**config.mk**
```make
export PLATFORM = sky130hd
export DESIGN_NAME = step_pulse_ramp_generator
export DESIGN_NICKNAME = d
export VERILOG_FILES = /design/src/rtl/srg_pkg.sv /design/src/rtl/step_pulse_ramp_generator.sv /design/src/rtl/srg_div.sv /design/src/rtl/srg_dp.sv /design/src/rtl/srg_ctrl.sv
export SDC_FILE = /design/constraint.sdc
export NUM_CORES = 1
export LEC_CHECK = 0
export BUFFER_PORTS_ARGS = -buffer_cell sky130_fd_sc_hd__buf_2
export CAP_MARGIN = 10
export CORE_MARGIN = 5
export CORE_UTILIZATION = 45
export CTS_CLUSTER_SIZE = 28
export DETAILED_ROUTE_END_ITERATION = 7
export PLACE_DENSITY = 0.68
export SLEW_MARGIN = 25
export SYNTH_ARGS = -nofsm -noshare
export SYNTH_HDL_FRONTEND = slang
export SYNTH_SLANG_ARGS = --single-unit
```
**constraint.sdc**
```tcl
create_clock -name clk -period 12.15 [get_ports clk]
set_input_delay 1.215 -clock clk [delete_from_list [all_inputs] [get_ports clk]]
set_output_delay 1.215 -clock clk [all_outputs]
set_load 0.01 [all_outputs]
```
**src/rtl/srg_pkg.sv**
```systemverilog
// Shared types and constants for the step-pulse ramp generator.
package srg_pkg;

  localparam int unsigned RELOAD_DIVIDEND_DEF = 1000000;
  localparam int unsigned COUNTER_MAX_DEF     = 65535;

  localparam int FREQ_W  = 16;
  localparam int RELOAD_W = 16;
  localparam int STEPS_W = 8;
  localparam int IVL_W   = 24;
  localparam int FUNC_W  = 2;
  localparam int CFG_IDX_W  = 2;
  localparam int CFG_DATA_W = 24;

  localparam logic [RELOAD_W-1:0] INIT_RELOAD_RST = 16'd60535;
  localparam logic [STEPS_W-1:0]  ACCEL_STEPS_RST = 8'd50;
  localparam logic [STEPS_W-1:0]  DECEL_STEPS_RST = 8'd10;
  localparam logic [IVL_W-1:0]    RAMP_IVL_RST    = 24'd80000;

  typedef enum logic [FUNC_W-1:0] {
    FUNC_TICK   = 2'd0,
    FUNC_TARGET = 2'd1,
    FUNC_DIR    = 2'd2,
    FUNC_NONE   = 2'd3
  } func_t;

  typedef enum logic [CFG_IDX_W-1:0] {
    CFG_INIT_RELOAD = 2'd0,
    CFG_ACCEL_STEPS = 2'd1,
    CFG_DECEL_STEPS = 2'd2,
    CFG_RAMP_IVL    = 2'd3
  } cfg_idx_t;

  typedef enum logic [1:0] {
    OP_RAMP  = 2'd0,
    OP_APPLY = 2'd1,
    OP_STEP  = 2'd2
  } pend_op_t;

  typedef struct packed {
    logic accept;
    logic div_start;
    logic finish;
    logic load_out;
  } srg_cmd_t;

  typedef struct packed {
    logic needs_div;
    logic div_done;
  } srg_sts_t;

endpackage

```
**src/rtl/step_pulse_ramp_generator.sv**
```systemverilog
// Top level of the step-pulse generator with linear frequency ramp.
//
// Input channel (in_valid/in_ready): func selects a timer tick, a new target
// frequency or a new direction. Every transaction yields one result on the
// output channel (out_valid/out_ready): step and direction levels, frequency
// and reload in effect, a save strobe and a ramp busy flag.
// Configuration (cfg_valid/cfg_ready, always ready): cfg_index picks
// initial_reload, accel_steps, decel_steps or ramp_interval; write only idle.
// A plain tick, a direction change or a target ignored mid-ramp gives its
// result in the cycle after acceptance. A tick that applies a ramp step,
// and an accepted target, run the shared restoring divider one quotient
// bit per cycle. Throughput is one transaction per cycle for plain ticks
// while the receiver is ready; no new transaction is taken while the
// divider runs.
// Reset loads the default registers, the counter and reload with
// initial_reload, and clears frequency, ramp and step and direction levels.
// A stalled receiver holds the result register; one new transaction is
// taken only in the cycle the waiting result leaves.
module step_pulse_ramp_generator import srg_pkg::*; #(
  parameter int unsigned RELOAD_DIVIDEND = RELOAD_DIVIDEND_DEF,
  parameter int unsigned COUNTER_MAX     = COUNTER_MAX_DEF
) (
  input  logic                  clk,
  input  logic                  rst,
  input  logic                  cfg_valid,
  output logic                  cfg_ready,
  input  logic [CFG_IDX_W-1:0]  cfg_index,
  input  logic [CFG_DATA_W-1:0] cfg_data,
  input  logic                  in_valid,
  output logic                  in_ready,
  input  logic [FUNC_W-1:0]     func,
  input  logic [FREQ_W-1:0]     target_freq,
  input  logic                  direction,
  output logic                  out_valid,
  input  logic                  out_ready,
  output logic                  step_out,
  output logic                  dir_out,
  output logic [FREQ_W-1:0]     current_freq,
  output logic [RELOAD_W-1:0]   reload_value,
  output logic                  save_strobe,
  output logic                  busy_res
);

  srg_cmd_t cmd;
  srg_sts_t sts;

  assign cfg_ready = 1'b1;

  srg_ctrl u_ctrl (
    .clk       (clk),
    .rst       (rst),
    .in_valid  (in_valid),
    .in_ready  (in_ready),
    .out_valid (out_valid),
    .out_ready (out_ready),
    .sts       (sts),
    .cmd       (cmd)
  );

  srg_dp #(
    .RELOAD_DIVIDEND (RELOAD_DIVIDEND),
    .COUNTER_MAX     (COUNTER_MAX)
  ) u_dp (
    .clk          (clk),
    .rst          (rst),
    .cmd          (cmd),
    .sts          (sts),
    .cfg_we       (cfg_valid && cfg_ready),
    .cfg_index    (cfg_index),
    .cfg_data     (cfg_data),
    .func         (func),
    .target_freq  (target_freq),
    .direction    (direction),
    .step_out     (step_out),
    .dir_out      (dir_out),
    .current_freq (current_freq),
    .reload_value (reload_value),
    .save_strobe  (save_strobe),
    .busy_res     (busy_res)
  );

endmodule

```
**src/rtl/srg_div.sv**
```systemverilog
// Restoring divider, one quotient bit per cycle.
module srg_div import srg_pkg::*; #(
  parameter int QW = 20
) (
  input  logic              clk,
  input  logic              rst,
  input  logic              start,
  input  logic [QW-1:0]     dividend,
  input  logic [FREQ_W-1:0] divisor,
  output logic              done,
  output logic [QW-1:0]     quotient
);

  localparam int CNT_W = $clog2(QW + 1);

  logic              busy;
  logic [CNT_W-1:0]  cnt;
  logic [FREQ_W:0]   rem;
  logic [QW-1:0]     quo;
  logic [FREQ_W-1:0] dvs;
  logic [FREQ_W:0]   rem_sh;
  logic              ge;

  assign rem_sh   = {rem[FREQ_W-1:0], quo[QW-1]};
  assign ge       = rem_sh >= {1'b0, dvs};
  assign quotient = quo;

  always_ff @(posedge clk) begin
    if (rst) begin
      busy <= 1'b0;
      done <= 1'b0;
      cnt  <= '0;
    end else begin
      done <= 1'b0;
      if (start) begin
        busy <= 1'b1;
        cnt  <= CNT_W'(QW);
      end else if (busy) begin
        cnt <= cnt - 1'b1;
        if (cnt == CNT_W'(1)) begin
          busy <= 1'b0;
          done <= 1'b1;
        end
      end
    end
  end

  always_ff @(posedge clk) begin
    if (start) begin
      rem <= '0;
      quo <= dividend;
      dvs <= divisor;
    end else if (busy) begin
      rem <= ge ? (rem_sh - {1'b0, dvs}) : rem_sh;
      quo <= {quo[QW-2:0], ge};
    end
  end

endmodule

```
**src/rtl/srg_dp.sv**
```systemverilog
// Datapath: configuration, counters, ramp registers, divider and result register.
module srg_dp import srg_pkg::*; #(
  parameter int unsigned RELOAD_DIVIDEND = RELOAD_DIVIDEND_DEF,
  parameter int unsigned COUNTER_MAX     = COUNTER_MAX_DEF
) (
  input  logic                  clk,
  input  logic                  rst,
  input  srg_cmd_t              cmd,
  output srg_sts_t              sts,
  input  logic                  cfg_we,
  input  logic [CFG_IDX_W-1:0]  cfg_index,
  input  logic [CFG_DATA_W-1:0] cfg_data,
  input  logic [FUNC_W-1:0]     func,
  input  logic [FREQ_W-1:0]     target_freq,
  input  logic                  direction,
  output logic                  step_out,
  output logic                  dir_out,
  output logic [FREQ_W-1:0]     current_freq,
  output logic [RELOAD_W-1:0]   reload_value,
  output logic                  save_strobe,
  output logic                  busy_res
);

  localparam int DIV_W = $clog2(RELOAD_DIVIDEND + 1);
  localparam int QW    = (DIV_W > FREQ_W) ? DIV_W : FREQ_W;
  localparam int CNT_W = $clog2(COUNTER_MAX + 1);
  localparam int TW    = (CNT_W > RELOAD_W) ? CNT_W : RELOAD_W;
  localparam int CMP_W = (QW > CNT_W) ? QW : CNT_W;
  localparam logic [TW-1:0]    CMAX_T = TW'(COUNTER_MAX);
  localparam logic [CMP_W-1:0] CMAX_C = CMP_W'(COUNTER_MAX);
  localparam logic [QW-1:0]    DIVD   = QW'(RELOAD_DIVIDEND);

  logic [RELOAD_W-1:0] initial_reload, initial_reload_next;
  logic [STEPS_W-1:0]  accel_steps, accel_steps_next;
  logic [STEPS_W-1:0]  decel_steps, decel_steps_next;
  logic [IVL_W-1:0]    ramp_interval, ramp_interval_next;
  logic [TW-1:0]       tick_counter, tick_counter_next;
  logic [RELOAD_W-1:0] reload_reg, reload_reg_next;
  logic [FREQ_W-1:0]   freq_now, freq_now_next;
  logic [FREQ_W-1:0]   step_size, step_size_next;
  logic [STEPS_W-1:0]  steps_left, steps_left_next;
  logic                ramp_up, ramp_up_next;
  logic [IVL_W-1:0]    interval_count, interval_count_next;
  logic                step_level, step_level_next;
  logic                dir_level, dir_level_next;
  pend_op_t            pend_op, pend_op_next;
  logic                save_next;

  logic [IVL_W-1:0]    ic_inc;
  logic                ramp_hit;
  logic [QW-1:0]       div_dividend;
  logic [FREQ_W-1:0]   div_divisor;
  logic                div_done;
  logic [QW-1:0]       quotient;
  logic [CMP_W-1:0]    quo_ext;
  logic [CMP_W-1:0]    rel_diff;
  logic [RELOAD_W-1:0] reload_calc;
  logic [STEPS_W-1:0]  n_up, n_dn;

  assign ic_inc   = interval_count + 1'b1;
  assign ramp_hit = (steps_left != '0) && (ic_inc >= ramp_interval);
  assign n_up     = (accel_steps != '0) ? accel_steps : STEPS_W'(1);
  assign n_dn     = (decel_steps != '0) ? decel_steps : STEPS_W'(1);

  assign sts.needs_div = ((func == FUNC_TICK) && ramp_hit) ||
                         ((func == FUNC_TARGET) && (steps_left == '0));
  assign sts.div_done  = div_done;

  assign quo_ext     = CMP_W'(quotient);
  assign rel_diff    = CMAX_C - quo_ext;
  assign reload_calc = ((freq_now == '0) || (quo_ext > CMAX_C)) ? '0 : rel_diff[RELOAD_W-1:0];

  always_comb begin
    initial_reload_next = initial_reload;
    accel_steps_next    = accel_steps;
    decel_steps_next    = decel_steps;
    ramp_interval_next  = ramp_interval;
    tick_counter_next   = tick_counter;
    reload_reg_next     = reload_reg;
    freq_now_next       = freq_now;
    step_size_next      = step_size;
    steps_left_next     = steps_left;
    ramp_up_next        = ramp_up;
    interval_count_next = interval_count;
    step_level_next     = step_level;
    dir_level_next      = dir_level;
    pend_op_next        = pend_op;
    save_next           = 1'b0;
    div_dividend        = DIVD;
    div_divisor         = freq_now;

    if (cfg_we) begin
      case (cfg_index)
        CFG_INIT_RELOAD: begin
          initial_reload_next = cfg_data[RELOAD_W-1:0];
          reload_reg_next     = cfg_data[RELOAD_W-1:0];
          tick_counter_next   = TW'(cfg_data[RELOAD_W-1:0]);
        end
        CFG_ACCEL_STEPS: accel_steps_next   = cfg_data[STEPS_W-1:0];
        CFG_DECEL_STEPS: decel_steps_next   = cfg_data[STEPS_W-1:0];
        CFG_RAMP_IVL:    ramp_interval_next = cfg_data[IVL_W-1:0];
        default: ;
      endcase
    end

    if (cmd.accept) begin
      case (func)
        FUNC_TICK: begin
          if (tick_counter >= CMAX_T) begin
            tick_counter_next = TW'(reload_reg);
            step_level_next   = ~step_level;
          end else begin
            tick_counter_next = tick_counter + 1'b1;
          end
          if (steps_left != '0) begin
            if (ramp_hit) begin
              interval_count_next = '0;
              freq_now_next = ramp_up ? (freq_now + step_size) : (freq_now - step_size);
              pend_op_next  = OP_RAMP;
            end else begin
              interval_count_next = ic_inc;
            end
          end
          div_divisor = freq_now_next;
        end
        FUNC_TARGET: begin
          if (steps_left == '0) begin
            if (target_freq == freq_now) begin
              pend_op_next = OP_APPLY;
            end else begin
              pend_op_next        = OP_STEP;
              interval_count_next = '0;
              if (target_freq > freq_now) begin
                ramp_up_next    = 1'b1;
                steps_left_next = n_up;
                div_dividend    = QW'(target_freq - freq_now);
                div_divisor     = FREQ_W'(n_up);
              end else begin
                ramp_up_next    = 1'b0;
                steps_left_next = n_dn;
                div_dividend    = QW'(freq_now - target_freq);
                div_divisor     = FREQ_W'(n_dn);
              end
            end
          end
        end
        FUNC_DIR: dir_level_next = direction;
        default: ;
      endcase
    end

    if (cmd.finish) begin
      case (pend_op)
        OP_RAMP: begin
          reload_reg_next = reload_calc;
          steps_left_next = steps_left - 1'b1;
          save_next       = (steps_left == STEPS_W'(1));
        end
        OP_APPLY: begin
          reload_reg_next = reload_calc;
          save_next       = 1'b1;
        end
        OP_STEP: step_size_next = quotient[FREQ_W-1:0];
        default: ;
      endcase
    end
  end

  srg_div #(.QW(QW)) u_div (
    .clk      (clk),
    .rst      (rst),
    .start    (cmd.div_start),
    .dividend (div_dividend),
    .divisor  (div_divisor),
    .done     (div_done),
    .quotient (quotient)
  );

  always_ff @(posedge clk) begin
    if (rst) begin
      initial_reload <= INIT_RELOAD_RST;
      accel_steps    <= ACCEL_STEPS_RST;
      decel_steps    <= DECEL_STEPS_RST;
      ramp_interval  <= RAMP_IVL_RST;
      tick_counter   <= TW'(INIT_RELOAD_RST);
      reload_reg     <= INIT_RELOAD_RST;
      freq_now       <= '0;
      step_size      <= '0;
      steps_left     <= '0;
      ramp_up        <= 1'b0;
      interval_count <= '0;
      step_level     <= 1'b0;
      dir_level      <= 1'b0;
      pend_op        <= OP_RAMP;
    end else begin
      initial_reload <= initial_reload_next;
      accel_steps    <= accel_steps_next;
      decel_steps    <= decel_steps_next;
      ramp_interval  <= ramp_interval_next;
      tick_counter   <= tick_counter_next;
      reload_reg     <= reload_reg_next;
      freq_now       <= freq_now_next;
      step_size      <= step_size_next;
      steps_left     <= steps_left_next;
      ramp_up        <= ramp_up_next;
      interval_count <= interval_count_next;
      step_level     <= step_level_next;
      dir_level      <= dir_level_next;
      pend_op        <= pend_op_next;
    end
  end

  always_ff @(posedge clk) begin
    if (cmd.load_out) begin
      step_out     <= step_level_next;
      dir_out      <= dir_level_next;
      current_freq <= freq_now_next;
      reload_value <= reload_reg_next;
      save_strobe  <= save_next;
      busy_res     <= (steps_left_next != '0);
    end
  end

endmodule

```
**src/rtl/srg_ctrl.sv**
```systemverilog
// Controller: handshakes, divide sequencing and result valid.
module srg_ctrl import srg_pkg::*; (
  input  logic     clk,
  input  logic     rst,
  input  logic     in_valid,
  output logic     in_ready,
  output logic     out_valid,
  input  logic     out_ready,
  input  srg_sts_t sts,
  output srg_cmd_t cmd
);

  typedef enum logic [1:0] {
    ST_IDLE = 2'b01,
    ST_DIV  = 2'b10
  } state_t;

  state_t state, state_next;

  assign in_ready = (state == ST_IDLE) && (!out_valid || out_ready);

  always_comb begin
    state_next    = state;
    cmd.accept    = in_valid && in_ready;
    cmd.div_start = 1'b0;
    cmd.finish    = 1'b0;
    case (state)
      ST_IDLE: begin
        if (cmd.accept && sts.needs_div) begin
          cmd.div_start = 1'b1;
          state_next    = ST_DIV;
        end
      end
      ST_DIV: begin
        if (sts.div_done) begin
          cmd.finish = 1'b1;
          state_next = ST_IDLE;
        end
      end
      default: state_next = ST_IDLE;
    endcase
    cmd.load_out = (cmd.accept && !sts.needs_div) || cmd.finish;
  end

  always_ff @(posedge clk) begin
    if (rst) begin
      state     <= ST_IDLE;
      out_valid <= 1'b0;
    end else begin
      state     <= state_next;
      out_valid <= cmd.load_out || (out_valid && !out_ready);
    end
  end

endmodule

```
Word-level counts from Yosys, hierarchy flattened
Cells that the tools add are included.
{"block": "classes", "n_addsub": 10, "n_mul": 0, "n_div": 0, "magnitude_cmp": 5, "eq_ne": 18, "n_shift": 0, "n_mux": 67, "bitwise": 3, "reduce_logical": 38}
{"op": "two-way mux 16 bit", "count": 19}
{"op": "two-way mux 20 bit", "count": 7}
{"op": "two-way mux 24 bit", "count": 4}
{"op": "two-way mux 8 bit", "count": 10}
{"op": "one-hot mux 24 bit (2 select lines)", "count": 1}
{"op": "subtractor 16 x 16 -> 17 bit", "count": 2}
{"op": "one-hot mux 16 bit (2 select lines)", "count": 1}
{"op": "nonzero test 8 bit", "count": 4}
{"op": "subtractor 16 bit", "count": 2}
{"op": "adder 24 x 1 -> 24 bit, second input constant", "count": 1}
{"op": ">= comparator 24 bit", "count": 1}
{"op": "greater-than comparator 20 x 16 -> 1 bit, second input constant", "count": 1}
{"op": ">= comparator 17 x 16 -> 1 bit", "count": 1}
{"op": "adder 16 x 1 -> 16 bit, second input constant", "count": 1}
{"op": "adder 16 bit", "count": 1}
{"op": "equality test 16 bit", "count": 1}
{"op": ">= comparator 16 bit, second input constant", "count": 1}
{"op": "greater-than comparator 16 bit", "count": 1}
{"op": "logical NOT 16 bit", "count": 1}
{"op": "subtractor 16 bit, first input constant", "count": 1}
{"op": "two-way mux 1 bit", "count": 14}
{"op": "two-way mux 2 bit", "count": 6}
{"op": "equality test 2 bit, second input constant", "count": 5}
{"op": "two-way mux 5 bit", "count": 2}
{"op": "21 further kinds", "count": 53}
{"block": "word_totals", "regBits": 239, "latch_bits": 0, "ram_bits": 0, "rom_bits": 0, "output_inout_bits": 39, "elab_cells": 169, "mem_count": 0}

Logic depth before layout (Yosys ltp)
Gate-level depths: netlist of run 1.
{"block": "depth", "ltp_word": 10, "depth_mapped": 21, "ltp_nobuf": 19}

Hierarchy
Synthesis of run 1 repeated with hierarchy kept, for this count alone.
{"block": "unflattened", "hier_cells": 1679, "hier_area_um2": 14634.0}
{"module": "srg_dp", "n_inst": 1, "cells_each": 1355, "area_per_inst_um2": 11255.8, "seq_area_each_um2": 3903.7}
{"module": "srg_div", "n_inst": 1, "cells_each": 304, "area_per_inst_um2": 3193.1, "seq_area_each_um2": 1541.5}
{"module": "srg_ctrl", "n_inst": 1, "cells_each": 18, "area_per_inst_um2": 173.9, "seq_area_each_um2": 60.1}
{"module": "step_pulse_ramp_generator", "n_inst": 1, "cells_each": 2, "area_per_inst_um2": 11.3, "seq_area_each_um2": 0.0}

Worst setup path after synthesis of run 1
No wires, ideal clock.
{"block": "synth_timing", "path_type": "register to register", "startpoint": "register u_dp.interval_count[0]", "endpoint": "register u_dp.busy_res (enable)", "setup_ps": 479, "t_arrival_ps": 5980, "required_time_ps": 11671, "path_slack_ps": 5690, "stages_incl_launch_ff": 19, "synth_period_minus_slack_ps": 6460, "cell_sequence": "dfxtp_1 -> ha_1 -> nand3_1 -> nor2_1 -> and3_1 -> clkbuf_1 -> nand2_1 -> nor3_1 -> and3_1 -> xor2_1 -> ha_1 -> nand4_1 -> or2_2 -> nor2_1 -> a2111oi_2 -> nor3_1 -> a21oi_1 -> nor2_1 -> o21ai_0"}
{"element": "start: declaration", "line_no": "srg_dp.sv:43", "text": "logic [IVL_W-1:0] interval_count, interval_count_next;"}
{"element": "start signal: assignment", "line_no": "srg_dp.sv:206", "text": "interval_count <= interval_count_next;"}
{"element": "end signal: assignment", "line_no": "srg_dp.sv:220", "text": "busy_res <= (steps_left_next != '0);"}
{"element": "end: declaration", "line_no": "srg_dp.sv:21", "text": "output logic busy_res"}

Final worst setup path of run 1
{"block": "layout_timing", "startpoint": "register u_dp.interval_count[0]", "endpoint": "register u_dp.u_div.quo[8], in the netlist u_dp.u_div.quotient[8] (enable)"}
{"block": "layout_between", "elab_chain_cells": 9}
{"element": "adder 24 x 1 -> 24 bit", "line_no": "srg_dp.sv:60", "text": "assign ic_inc = interval_count + 1'b1;"}
{"element": ">= comparator 24 bit", "line_no": "srg_dp.sv:61", "text": "assign ramp_hit = (steps_left != '0) && (ic_inc >= ramp_interval);"}
{"element": "logical AND 1 bit", "line_no": "srg_dp.sv:61"}
{"element": "logical AND 1 bit", "line_no": "srg_dp.sv:65", "text": "assign sts.needs_div = ((func == FUNC_TICK) && ramp_hit) ||"}
{"element": "logical OR 1 bit", "line_no": "srg_dp.sv:65"}
{"element": "logical AND 1 bit", "line_no": "srg_ctrl.sv:29", "text": "if (cmd.accept && sts.needs_div) begin"}
{"element": "two-way mux 1 bit", "line_no": "srg_ctrl.sv:29"}
{"element": "two-way mux 1 bit", "line_no": "srg_ctrl.sv:27", "text": "case (state)"}
{"element": "nonzero test 2 bit (no line)"}
{"element": "end signal: assignment", "line_no": "srg_div.sv:51", "text": "quo <= dividend;"}
{"element": "end signal: assignment", "line_no": "srg_div.sv:55", "text": "quo <= {quo[QW-2:0], ge};"}
{"element": "end: declaration", "line_no": "srg_div.sv:19", "text": "logic [QW-1:0] quo;"}
No other way between the ends.
A chain may end at the register's enable or synchronous reset.

==> impl_metrics.ini, run 1 <==
[outcome]
status = finished clean

[critical_path]
path_buf_inv = 1
r2r-start = u_dp.interval_count[0]
critPathMaxFanout = 31
path_cells = ha_1, nand3_1, nor2_1, and3_1, nand2_1, nor3_1, and3_1, xor2_1, ha_1, nand4_1, or2_2, nor2_1, a2111oi_2, nor3_4, a31oi_2, buf_4, nand2_1
reg2reg_slack_ps = 6690
cp-start-kind = register
crit_cells = 17
setup.worst_path.end_class = register
cp_top_family = simple AND/OR/NAND/NOR gates
r2r_cells = 17
rr_endpoint = u_dp.u_div.quotient[8]
arrival_ps = 5560
critPathKind = register to register
crit_required_ps = 12250
critPathMaxStageDelay_ps = 700
worst_path_max_delay_cell = a2111oi_2

[power_and_ir_drop]
combPwrFrac_pct = 21.6
ir_worst_vdd_mv = 0.09360
p_sw_share_pct = 30.54
p_leak_uw = 0.006676
powerDensity_nw_per_um2 = 142.4
clkPwrFrac_pct = 36.6
seqPwrFrac_pct = 41.8
p_int_uw = 1558
p_switching_uw = 684.9

[yosys]
ys.flop_type = dfxtp_1
syn_area_um2 = 14150
seq_area_frac_synth_pct = 38.91
synth_edf_count = 72
syn_inst = 1660
yosysUniqueCellTypes = 86
yosysWarningCount = 0
synthArstFlopShare_pct = 0
synth_nets = 1808
synth-seq-cells = 239
synth_area_per_cell_um2 = 8.522

[floorplan]
die_x_um = 187.3
io_pins = 89
start_util_pct = 45.18
rows = 65
coreArea_um2 = 31310
dieArea_um2 = 35090
die_h_um = 187.3

[cells_and_area]
post-route-util_pct = 50.29
instances_no_fill = 2131
area.growth.synth_to_final_pct = 11.30
fin_nets = 1856
diodes = 0
drive_gt1_share_pct = 10.76

[cts]
clock_latency_ps = 560
cts_buffer_depth = 3
cts_tree = built
ctsResizeCount = 0
clk_pin_slew_ps = 60
cts_sinks = 239
cts_hold_buf = 0
cts_root_buffer = clkbuf_16
numCtsBuffers = 28
postCtsSetupBuffers = 0
htree_levels = 1

[routing]
viasPerCell = 5.775
drtIter0Drc = 992
ant_nets = 0
avgRoutedWirePerCell_um = 18.54
dr.pass1.iters = 6
via_count = 12306
drcViolationCount = 0
finalWirelength_mm = 39.51

[global_route]
grt_overflow = 0
grt_pass1_wl_mm = 62.67
track_usage_pct = 21.54
grt_max_degree = 79
antenna_found_initial = 1
grt_pass1_vias = 11748

[timing]
fin_crit_sh_pct = 44.96
max_freq_ghz = 0.1831
rsz0062_at_grt = false
skew_ps = 13.52
drv_slew = 0
tns_ps = 0
min_period_ps = 5462
worst_pin_slew_ps = 1008
setup_viol = 0
finalHoldViolCount = 0
maxSlewHeadroom_pct = 32.64

[hold_path]
hp-start = u_dp.ramp_interval[2]
worstHoldPathCells = 2
hold_path_class = register to register
worst_hold_path.endpoint = u_dp.ramp_interval[2]

[placement]
gp_congestion = 0.9628
portBuffers = 87
dp.final_hpwl_mm = 29.35
dp.cells = 2080

[job]
drv_cap = 0
## per-layer routing
metal	wire (um)	GRT usage [%]	vias to the layer above
met2	18350	35.53	358
li1	-	-	5982
met3	2334	3.173	70
met1	17810	29.61	5894
met5	7	0	-
met4	1017	6.001	2
## cell usage in the layout (no fill, tap or decap), types with 7 or more instances in the layout
master	instances
nand2_1	219
dfxtp_1	166
a21oi_1	158
nor2_1	125
inv_1	99
ha_1	94
buf_2	86
o21ai_0	84
edfxtp_1	72
xnor2_1	50
nand3_1	49
xor2_1	39
nor3_1	31
a21o_1	28
clkbuf_16	28
mux2i_1	26
nand4_1	25
and2_1	23
and3_1	20
nand2b_1	18
o22ai_1	17
a31oi_1	16
o21a_1	15
a22oi_1	14
o211ai_1	13
a21boi_0	13
a211oi_1	12
nand3b_1	12
nor4_1	11
buf_4	10
or3_1	9
mux2_2	8
or2_2	7
o31ai_1	7
## Yosys cell counts, types with 4 or more instances
master      n  area share (%)
mux2i_1    26             1.8
edfxtp_1   72              15
dfxtp_1   167              24
fa_1        4            0.57
xnor2_1    50             3.1
a21oi_2     4            0.25
a311oi_1    4            0.25
ha_1       94             8.3
nor2_1    125             3.3
nand4_1    25             1.1
nand3_1    49             1.7
xor2_1     39             2.4
o22ai_1    17            0.75
nand2_1   219             5.8
a21boi_0   13            0.69
o31a_1      5            0.31
buf_1       5            0.13
a211oi_1   12            0.64
nand3b_1   12            0.64
o211ai_1   13            0.69
buf_4       4            0.21
nor4_1     11            0.49
a21o_1     28             1.5
a31oi_1    17            0.75
o31ai_1     7            0.37
o21a_1     15            0.80
a22oi_1    14            0.74
nor3_1     32             1.1
o21ai_0    85             3.0
or3_1       9            0.40
mux2_2      8            0.64
and3_1     21            0.93
clkbuf_1   55             1.5
or4_1       5            0.27
nand2b_1   18            0.80
or2_2       7            0.31
inv_1      99             2.6
and2_1     23             1.0
o221ai_1    4            0.25
nor2b_1     6            0.27
a21oi_1   158             5.6
a211o_1     6            0.37
buf_2      10            0.35
## power groups by stage
| stage | clock [uW] | sequential, uW | combinational, uW |
|---|---|---|---|
| CTS | 833 | 937 | 481 |
| detailed placement | 0 | 953 | 478 |
| global placement | 0 | 952 | 466 |
| finish | 821 | 938 | 484 |
| floorplan | 0 | 941 | 363 |
| global route | 874 | 945 | 537 |
## per-stage QoR
stage	area [um2]	setup WS, ps	power [uW]	hold slack, ps
final	15750	6688	2243	452.5
after detailed placement	14830	6578	1431	447.9
after global routing	15750	6302	2356	471.9
after global placement	14830	6747	1418	443.2
after CTS	15730	6554	2251	456.2
after floorplan	14150	5690	1303	436.1
## cell families (layout without fill, tap and decap cells)
kind of cell	Yosys count	count (layout)	synth area share, %
AOI/OAI and AO/OA	440	440	19.61
xor gates and xnor gates	89	89	5.510
adders and majority gates	98	98	8.879
buffers and inverters	178	247	5.085
DFF	239	239	38.91
muxes	34	34	2.476
other	1	1	0.02651
and+or+nand+nor	581	581	19.50
## worst register-to-register path, cell delays in order, from the launching register on
cell and delay [ps]:
dfxtp_1 430, ha_1 260, nand3_1 130, nor2_1 190
and3_1 290, nand2_1 130, nor3_1 470, and3_1 310
xor2_1 160, ha_1 260, nand4_1 100, or2_2 120
nor2_1 50, a2111oi_2 700, nor3_4 240, a31oi_2 230
buf_4 350, nand2_1 600
## worst max path at each step
stage	from	end
6_report	u_dp.interval_count[0]	u_dp.u_div.quotient[8]
5_1_grt	u_dp.interval_count[0]	u_dp.u_div.quotient[8]
4_1_cts	u_dp.interval_count[0]	u_dp.u_div.quotient[8]
3_5_place_dp	u_dp.interval_count[0]	u_dp.u_div.quotient[4]
3_3_place_gp	u_dp.interval_count[0]	u_dp.u_div.quotient[4]
2_1_floorplan	u_dp.interval_count[0]	u_dp.busy_res
## final cells by class
cell class	count	area, um2
Inverter	100	375.4
Multi-Input combinational cell	1243	7959
Clock inverter	17	163.9
Fill cell	2928	15560
Clock buffer	34	733.2
Tap cell	402	503.0
Timing Repair Buffer	96	505.5
Sequential cell	239	5507
Power figures use the tool's default switching activity.
==> run 2: changes to the inputs <==
ABC_AREA = 1   (was unset)
clock period = 5.7 ns   (was 12.15 ns; I/O delays follow)
==> impl_metrics.ini, run 2 <==
[timing]
rsz0062_at_grt = false
drv_slew = 0
maxSlewHeadroom_pct = 34.13
finalHoldViolCount = 0
max_freq_ghz = 0.2081
worst_pin_slew_ps = 985.7
skew_ps = 26.38
fin_crit_sh_pct = 84.29
min_period_ps = 4804
tns_ps = 0
setup_viol = 0
hold_ws_ps = 221.3

[yosys]
synthTopCellsByCount = nand2_1, inv_1, a21oi_1, dfxtp_1, o21ai_0
seq_area_frac_synth_pct = 35.36
synthArstFlopShare_pct = 0
synth_top_cell_by_area = dfxtp_1
synth_edf_count = 72
synth-seq-cells = 239
synthTopCellsByArea = dfxtp_1, edfxtp_1, nand2_1, ha_1, inv_1
synth_area_per_cell_um2 = 7.084
yosysWarningCount = 0
ys.flop_type = dfxtp_1
yosysUniqueCellTypes = 56
syn_inst = 2198
yosysTopAreaCellShare_pct = 21.47
syn_area_um2 = 15570
yosysMostFrequentCell = nand2_1
synth_nets = 2346

[placement]
dp.cells = 2673
dp.final_hpwl_mm = 34.30
portBuffers = 87
gp_congestion = 0.9334

[routing]
ant_nets = 0
drtIter0Drc = 1308
finalWirelength_mm = 45.52
via_count = 14743
viasPerCell = 5.412
avgRoutedWirePerCell_um = 16.71
dr.pass1.iters = 6
drcViolationCount = 0

[cts]
ctsResizeCount = 0
cts_tree = built
postCtsSetupBuffers = 0
cts_sinks = 239
clk_pin_slew_ps = 60
cts_hold_buf = 0
numCtsBuffers = 28
cts_root_buffer = clkbuf_16
htree_levels = 1
cts_buffer_depth = 3
clock_latency_ps = 570

[floorplan]
rows = 68
start_util_pct = 45.30
die_h_um = 196.0
io_pins = 89
die_x_um = 196.0
dieArea_um2 = 38420
coreArea_um2 = 34370

[global_route]
track_usage_pct = 22.87
grt_pass1_vias = 13821
grt_pass1_wl_mm = 72.21
antenna_found_initial = 0
grt_max_degree = 83
grt_overflow = 0

[job]
drv_cap = 0

[critical_path]
cp-start-kind = register
critPathMaxFanout = 20
setup.worst_path.end_class = register
critPathKind = register to register
crit_required_ps = 6130
arrival_ps = 5230

[cells_and_area]
fin_nets = 2396
mostFrequentLayoutCells = nand2_1, inv_1, a21oi_1
mostFrequentLayoutCell = nand2_1
diodes = 0
area.growth.synth_to_final_pct = 11.09
num-fill-cells = 3469
drive_gt1_share_pct = 9.520
instances_no_fill = 2724

[power_and_ir_drop]
p_leak_uw = 0.008275
ir_worst_vdd_mv = 0.2563
powerDensity_nw_per_um2 = 278.1

[outcome]
status = finished clean

[hold_path]
hold_path_class = input pin to register
run 2: cell count changes after synthesis, moves of 22 or more:
cell	delta
nand2_1	+299
inv_1	+212
nand3_1	+83
o21ai_0	+66
o21ai_1	+33
a21oi_1	+29
xnor2_1	-27
mux2i_1	-26
and2_1	-23
a21o_1	-22
run 2: stage by stage:
step           setup slack [ps]  instance area (um2)  power [uW]  utilization, %
2_1_floorplan              2030                15570        2654               -
3_3_place_gp               1251                16300        2907           47.42
3_5_place_dp              990.1                16300        2923           47.42
4_1_cts                   958.3                17290        4832           50.29
5_1_grt                   366.2                17300        5046           50.32
6_report                  895.6                17300        4810           50.32
run 2: worst paths after layout:
path	from	slack, ps	depth (start not counted)	endpoint
worst min register to register	u_dp.ramp_interval[3]	460	2	u_dp.ramp_interval[3]
worst max register to register	u_dp.interval_count[0]	900	24	u_dp.u_div.quotient[17]
worst min-delay path	cfg_data[16]	220	3	u_dp.ramp_interval[16]
worst max-delay path	u_dp.interval_count[0]	900	24	u_dp.u_div.quotient[17]
run 2: cells by family after synthesis:
family / after synthesis / share of synthesized area, %
adder cells (fa/ha/maj): 98 / 8.068
AND/OR/NAND/NOR: 919 / 25.77
other: 1 / 0.02408
XOR/XNOR: 82 / 4.613
flip-flops: 239 / 35.36
buffers and inverters: 408 / 10.36
AO/OA/AOI/OAI: 451 / 15.81
run 2: metal layers:
metal / up-vias / global-route usage [%] / wire length [um]
li1: 7286 / - / -
met1: 6903 / 32.77 / 20720
met2: 492 / 36.91 / 20410
met3: 62 / 2.713 / 3247
met4: 0 / 5.715 / 1144
met5: - / 0 / 0
run 2: cell type report:
type                    count  area, um2  share of cell area [%]
clock buffers              33      729.5                   4.217
well taps                 455      569.3                   3.291
multi-input cells        1551       8474                   48.99
flip-flops and latches    239       5507                   31.84
clock inverters            18      257.7                   1.490
inverters                 330       1241                   7.176
repair buffers             98      518.0                   2.995
run 2: worst max-delay path, cell delays in order, from the launching register on:
cell and delay (ps):
dfxtp_1 470, ha_1 240, nand3_1 130, nor2_1 110
nand2_1 100, nor2_2 190, nand2_2 100, nor2_2 110
nand3b_1 130, xor2_1 170, inv_1 80, ha_1 270
nand2_1 60, nor2_1 170, nand2_1 100, nor2_1 110
nand2_1 60, nand4_1 80, buf_4 280, nand3_1 150
nand2_1 220, nand2_1 300, inv_1 620, o21ai_1 280
nand2_1 130
run 2: report_power, final:
| part | internal [uW] | switching (uW) | total [uW] |
|---|---|---|---|
| combinational | 312 | 650 | 962 |
| sequential | 1870 | 65.7 | 1940 |
| clock | 1150 | 756 | 1910 |
| total | 3340 | 1470 | 4810 |
